`src/design/rcf_pkg.sv`:
```
package rcf_pkg;

  localparam int REG_FIELD_W = 4;
  localparam int DATA_W      = 32;
  localparam int FUNC_W      = 4;

  typedef enum logic [FUNC_W-1:0] {
    FN_MOVIMM  = 4'd0,
    FN_MOV     = 4'd1,
    FN_ADDIMM  = 4'd2,
    FN_ADD     = 4'd3,
    FN_SUB     = 4'd4,
    FN_AND     = 4'd5,
    FN_OR      = 4'd6,
    FN_XOR     = 4'd7,
    FN_NEG     = 4'd8,
    FN_NOT     = 4'd9,
    FN_NEUTRAL = 4'd10,
    FN_OTHER   = 4'd11
  } func_t;

endpackage

```
`src/design/register_constant_folder.sv`:
```
// Constant propagation over a basic-block instruction stream. One instruction
// is taken per cycle unless out_ready stalls the pipeline. The value table
// is read into the stage 1 register at acceptance (with a bypass from the
// instruction one stage ahead), then the fold ALU runs between that register
// and the result register, where the table is updated. The result register
// decouples the output side, so a request is taken while a result waits if
// stage 1 is empty. Known bits reset to zero; values are used only if known.
module register_constant_folder #(
  parameter int REG_COUNT = 16
) (
  input  logic                              clk,
  input  logic                              rst_n,
  input  logic                              in_valid,
  output logic                              in_ready,
  input  logic [rcf_pkg::FUNC_W-1:0]        in_func,
  input  logic [rcf_pkg::REG_FIELD_W-1:0]   in_dest_reg,
  input  logic [rcf_pkg::REG_FIELD_W-1:0]   in_src_reg,
  input  logic signed [rcf_pkg::DATA_W-1:0] in_immediate,
  input  logic                              in_block_start,
  output logic                              out_valid,
  input  logic                              out_ready,
  output logic                              out_folded,
  output logic [rcf_pkg::REG_FIELD_W-1:0]   out_fold_dest,
  output logic [rcf_pkg::DATA_W-1:0]        out_fold_value
);
  import rcf_pkg::*;

  localparam int IDX_W = (REG_COUNT > 1) ? $clog2(REG_COUNT) : 1;

  logic [DATA_W-1:0]      value_mem [REG_COUNT];
  logic [REG_COUNT-1:0]   known_r, known_nxt;

  // stage 1: captured request plus table read data
  logic                   s1_valid_r;
  logic [FUNC_W-1:0]      s1_func_r;
  logic [REG_FIELD_W-1:0] s1_dest_r, s1_src_r;
  logic [DATA_W-1:0]      s1_imm_r;
  logic                   s1_bstart_r;
  logic [DATA_W-1:0]      s1_a_r, s1_b_r;

  logic                   out_valid_r, out_folded_r;
  logic [REG_FIELD_W-1:0] out_dest_r;
  logic [DATA_W-1:0]      out_value_r;

  logic                   in_fire, s1_fire;
  logic                   dest_in_range, src_in_range;
  logic [IDX_W-1:0]       dest_idx, src_idx, in_dest_idx, in_src_idx;
  logic                   known_a, known_b;
  logic                   attempt, have, clear_tbl, wr_en;
  logic [DATA_W-1:0]      val;

  assign s1_fire  = s1_valid_r && (!out_valid_r || out_ready);
  assign in_ready = !s1_valid_r || s1_fire;
  assign in_fire  = in_valid && in_ready;

  assign dest_in_range = 32'(s1_dest_r) < REG_COUNT;
  assign src_in_range  = 32'(s1_src_r) < REG_COUNT;
  assign dest_idx      = IDX_W'(s1_dest_r);
  assign src_idx       = IDX_W'(s1_src_r);
  assign in_dest_idx   = IDX_W'(in_dest_reg);
  assign in_src_idx    = IDX_W'(in_src_reg);

  assign known_a = !s1_bstart_r && dest_in_range && known_r[dest_idx];
  assign known_b = !s1_bstart_r && src_in_range && known_r[src_idx];

  always_comb begin
    attempt   = 1'b0;
    have      = 1'b0;
    clear_tbl = s1_bstart_r;
    val       = '0;
    case (s1_func_r)
      FN_MOVIMM: begin
        val = s1_imm_r;
      end
      FN_MOV, FN_NEG, FN_NOT: begin
        attempt = 1'b1;
        have    = known_b;
        if (s1_func_r == FN_MOV) begin
          val = s1_b_r;
        end else if (s1_func_r == FN_NEG) begin
          val = DATA_W'(0) - s1_b_r;
        end else begin
          val = ~s1_b_r;
        end
      end
      FN_ADDIMM: begin
        attempt = 1'b1;
        have    = known_a;
        val     = s1_a_r + s1_imm_r;
      end
      FN_ADD, FN_SUB, FN_AND, FN_OR, FN_XOR: begin
        attempt = 1'b1;
        have    = known_a && known_b;
        case (s1_func_r)
          FN_ADD:  val = s1_a_r + s1_b_r;
          FN_SUB:  val = s1_a_r - s1_b_r;
          FN_AND:  val = s1_a_r & s1_b_r;
          FN_OR:   val = s1_a_r | s1_b_r;
          default: val = s1_a_r ^ s1_b_r;
        endcase
      end
      FN_NEUTRAL: begin
      end
      default: begin
        clear_tbl = 1'b1;
      end
    endcase
  end

  assign wr_en = s1_fire && dest_in_range &&
                 ((s1_func_r == FN_MOVIMM) || (attempt && have));

  always_comb begin
    known_nxt = clear_tbl ? '0 : known_r;
    if (dest_in_range) begin
      if ((s1_func_r == FN_MOVIMM) || (attempt && have)) begin
        known_nxt[dest_idx] = 1'b1;
      end else if (attempt) begin
        known_nxt[dest_idx] = 1'b0;
      end
    end
  end

  always_ff @(posedge clk) begin
    if (!rst_n) begin
      known_r     <= '0;
      s1_valid_r  <= 1'b0;
      out_valid_r <= 1'b0;
    end else begin
      if (s1_fire) begin
        known_r <= known_nxt;
      end
      if (in_fire) begin
        s1_valid_r <= 1'b1;
      end else if (s1_fire) begin
        s1_valid_r <= 1'b0;
      end
      if (s1_fire) begin
        out_valid_r <= 1'b1;
      end else if (out_ready) begin
        out_valid_r <= 1'b0;
      end
    end
  end

  // table write and read; bypass covers the instruction leaving stage 1
  always_ff @(posedge clk) begin
    if (wr_en) begin
      value_mem[dest_idx] <= val;
    end
    if (in_fire) begin
      s1_func_r   <= in_func;
      s1_dest_r   <= in_dest_reg;
      s1_src_r    <= in_src_reg;
      s1_imm_r    <= DATA_W'(in_immediate);
      s1_bstart_r <= in_block_start;
      s1_a_r      <= (wr_en && in_dest_idx == dest_idx) ? val : value_mem[in_dest_idx];
      s1_b_r      <= (wr_en && in_src_idx == dest_idx) ? val : value_mem[in_src_idx];
    end
    if (s1_fire) begin
      out_folded_r <= have;
      out_dest_r   <= have ? s1_dest_r : '0;
      out_value_r  <= have ? val : '0;
    end
  end

  assign out_valid      = out_valid_r;
  assign out_folded     = out_folded_r;
  assign out_fold_dest  = out_dest_r;
  assign out_fold_value = out_value_r;

endmodule
```
`config.mk`:
```
export PLATFORM = sky130hd
export DESIGN_NAME = register_constant_folder
export DESIGN_NICKNAME = d
export VERILOG_FILES = /design/src/design/rcf_pkg.sv /design/src/design/register_constant_folder.sv
export SDC_FILE = /design/constraint.sdc
export NUM_CORES = 1
export LEC_CHECK = 0
export CORE_MARGIN = 5
export CORE_UTILIZATION = 62
export CTS_CLUSTER_SIZE = 8
export DETAILED_ROUTE_END_ITERATION = 12
export DONT_BUFFER_PORTS = 1
export PLACE_DENSITY = 0.78
export SYNTH_ARGS = -nofsm -noshare
export SYNTH_HDL_FRONTEND = slang
export SYNTH_SLANG_ARGS = --single-unit
```
`constraint.sdc`:
```
create_clock -name clk -period 7.38 [get_ports clk]
set_input_delay 0.369 -clock clk [delete_from_list [all_inputs] [get_ports clk]]
set_output_delay 0.369 -clock clk [all_outputs]
set_load 0.005 [all_outputs]
```
==> results.yml <==
global_routing:
  antenna_found_initial: 1
  grt_usage_pct: 35.57
  grt_overflow: 0
  grt_pass1_wl_mm: 166.7
  grt_pass1_vias: 25173
  grt_max_degree: 131
route:
  wl_mm: 114.2
  routedWlPerCell_microns: 34.19
  ant_nets: 0
  route.detailed.drc: 0
  vias: 24976
  via_per_inst: 7.478
  drtIter0Drc: 3678
  dr.pass1.iters: 6
critical_path:
  crit_top_cell: "nand3_1"
  arrival_ns: 6.21
  path_delay_family: "simple AND/OR/NAND/NOR gates"
  critical_path.reg2reg.startpoint: "s1_b_r[8]"
  crit_slowest_cell: "nor4_1"
  cp_cell_sequence: "nor4_1, nand3_1, or4_1, nor3_1, nor2_1, xnor2_1, ha_1, nand2_1, o21ai_0, nand3_1, o211ai_1, a31oi_1, a2111oi_0, and3_1, inv_1"
  critPathLaunchType: "flop"
  rr_worst_depth: 15
  slowest_delay_ns: 0.81
  path_buf_inv: 1
  worstPathMaxFanout: 16
  endpoint_kind: "flop"
  criticalPathCategory: "flop to flop"
  crit_required_ns: 7.69
  reg2reg_to: "value_mem[13][25]"
  reg2reg_setup_slack_ns: 1.48
synth:
  yosysMostFrequentCell: "edfxtp_1"
  synth_cell_type_count: 77
  yosysWarnings: 0
  synth-seq-cells: 676
  syn_area_sq_mm: 0.03677
  synth_area_leaders: "edfxtp_1, mux4_2, ha_1, nand2_1, xnor2_1"
  ys.flop_type: "edfxtp_1"
  avgSynthCellArea_sq_um: 14.61
  syn_nets: 2695
  synth_common_cells: "edfxtp_1, mux4_2, nand2_1, nor2_1, ha_1"
  yosysTopAreaCellShare_pct: 53.73
  synth-edff-count: 658
  synth_cells: 2517
  post-synth-top-area-cell: "edfxtp_1"
  synthArstFlopShare_pct: 0
  ys_seq_area_share_pct: 54.71
hold_path:
  min_to: "s1_b_r[30]"
  whs_path_depth: 3
  hp-start: "in_src_reg[3]"
  hp-class: "input pin to flop"
placement:
  dpl_cell_area_sq_mm: 0.03761
  dp_hpwl_mm: 69.95
  place_congestion: 0.9981
  io_buffers: 0
die:
  fp.dieH_microns: 253.5
  die_x_microns: 253.5
  die_area_sq_mm: 0.06428
  ioPinCount: 88
  num_rows: 89
  core_sq_mm: 0.05891
  initial_core_util_pct: 62.42
layout:
  final_area_sq_mm: 0.04068
  syn_to_final_growth_pct: 10.62
  antenna_cells: 0
  final_nets: 2727
  layout-drive-gt1-share_pct: 20.72
timing:
  setup_viol_count_final: 0
  rsz0062_at_grt: "no"
  maxSlewViolCount: 0
  skew_ns: 0.04053
  max_freq_mhz: 169.6
  fin_setup_tns_ns: 0
  relSlewSlack_pct: 11.73
  finalCritPeriodShare_pct: 79.91
  hold_viol: 0
  tightestPinTransition_ns: 1.324
  fin_crit_ns: 5.898
clock_network:
  cts_tree: "built"
  cts.sinks: 676
  clock_path_buffers: 3
  clkTransAtPathRegs_ns: 0.05
  root_buffer: "clkbuf_16"
  numCtsBuffers: 94
  cts.htree.levels: 3
  postCtsSetupBuffers: 0
  ctsHoldBuffers: 48
  insertion_delay_ns: 0.65
  cts_resized: 0
pwr:
  power_density_mw_per_mm2: 239.7
  max-vdd-ir-drop_mv: 0.1964
  p_leak_nw: 13.95
status:
  status: "finished clean"
job:
  maxCapViolCount: 0
## cells by family after synthesis
| logic type | share of synthesized area, % |
|---|---|
| buffers and inverters | 2.957 |
| adders and majority gates | 4.430 |
| muxes | 20.62 |
| DFF | 54.71 |
| xor gates and xnor gates | 2.453 |
| AOI/OAI and AO/OA | 8.139 |
| and+or+nand+nor | 6.693 |
## how the worst max path moves through the flow
stage | start | slack, ns | depth (start not counted) | end
4_1_cts | s1_b_r[8] | 1.59 | 16 | value_mem[2][26]
5_1_grt | s1_b_r[8] | 1.11 | 16 | value_mem[0][26]
3_5_place_dp | s1_b_r[8] | 1.63 | 16 | value_mem[13][26]
6_report | s1_b_r[8] | 1.48 | 15 | value_mem[13][25]
3_3_place_gp | s1_b_r[8] | 1.72 | 16 | value_mem[14][26]
2_1_floorplan | out_valid | 2.22 | 6 | value_mem[1][0]
## sequential cells by signal, indices dropped and copies added (netlist names)
name            cells
s1_func_r           4
dest_idx            4
s1_bstart_r         1
out_fold_value     32
known_r            16
s1_imm_r           32
s1_b_r             32
out_folded          1
out_fold_dest       4
s1_a_r             32
out_valid           1
s1_valid_r          1
s1_src_r            4
value_mem         512
## metal layers
| metal | share of wire, % | vias up | track usage (%) |
|---|---|---|---|
| met4 | 4.1 | 2 | 12.66 |
| met2 | 46 | 2030 | 55.10 |
| met1 | 37 | 12490 | 49.15 |
| met3 | 13 | 329 | 10.44 |
| li1 | - | 10125 | - |
| met5 | 0.011 | - | 0 |
## worst register-to-register path: cells and delay by family (launching register included)
kind | cells | cell delay, ns
and+or+nand+nor | 8 | 2.87
AOI/OAI and AO/OA | 4 | 1.33
DFF | 1 | 0.47
xor gates and xnor gates | 1 | 0.14
buffers and inverters | 1 | 0.31
adders and majority gates | 1 | 0.44
## power by group
part | internal [mW] | total [mW] | switching [mW]
registers | 4.41 | 4.51 | 0.0965
clock network | 2.30 | 3.89 | 1.60
logic | 0.532 | 1.35 | 0.820
total | 7.24 | 9.75 | 2.51
## layout by cell type (no fill, tap or decap), types with 9 or more instances in the layout
master,netlist,layout
nor3_1,40,33
a32o_1,16,16
a21o_1,16,16
a221o_1,10,10
nand2_1,177,177
clkbuf_16,0,95
ha_1,127,127
o21ai_0,116,116
dlygate4sd3_1,0,48
and2_1,11,10
nor2b_1,13,12
nand4_1,17,17
buf_4,10,49
o21ai_1,38,38
and3_1,9,9
clkbuf_1,110,12
inv_1,114,114
o22ai_1,11,11
a221oi_1,35,35
o211ai_1,16,16
mux4_2,329,329
nor4_1,14,13
edfxtp_1,658,658
mux2i_1,16,15
xor2_1,32,32
xnor2_1,71,71
a21oi_1,107,106
nor2_4,0,12
dfxtp_1,18,18
nand2b_1,15,15
a31oi_1,10,10
nor2_1,157,143
nand3_1,39,39
## cell type report
cell class,count,area (sq um)
flip-flops and latches,676,20120
fillers,3758,18230
multi-input cells,1566,15730
clock buffers,107,2422
well taps,773,967.2
repair buffers,97,848.3
inverters,114,427.9
clock inverters,7,161.4
## metrics by stage
step	utilization, %	worst slack (ns)	instances	power (mW)	hold slack [ns]
floorplan	-	2.223	2517	5.519	0.4679
detailed placement	63.85	1.635	3178	5.848	0.4679
global route	69.05	1.113	3340	10.04	0.1332
CTS	69.05	1.594	3340	9.731	0.09954
finish	69.05	1.482	3340	9.751	0.1180
global placement	63.85	1.725	3178	5.812	0.4679
(Power assumes the default switching activity.)
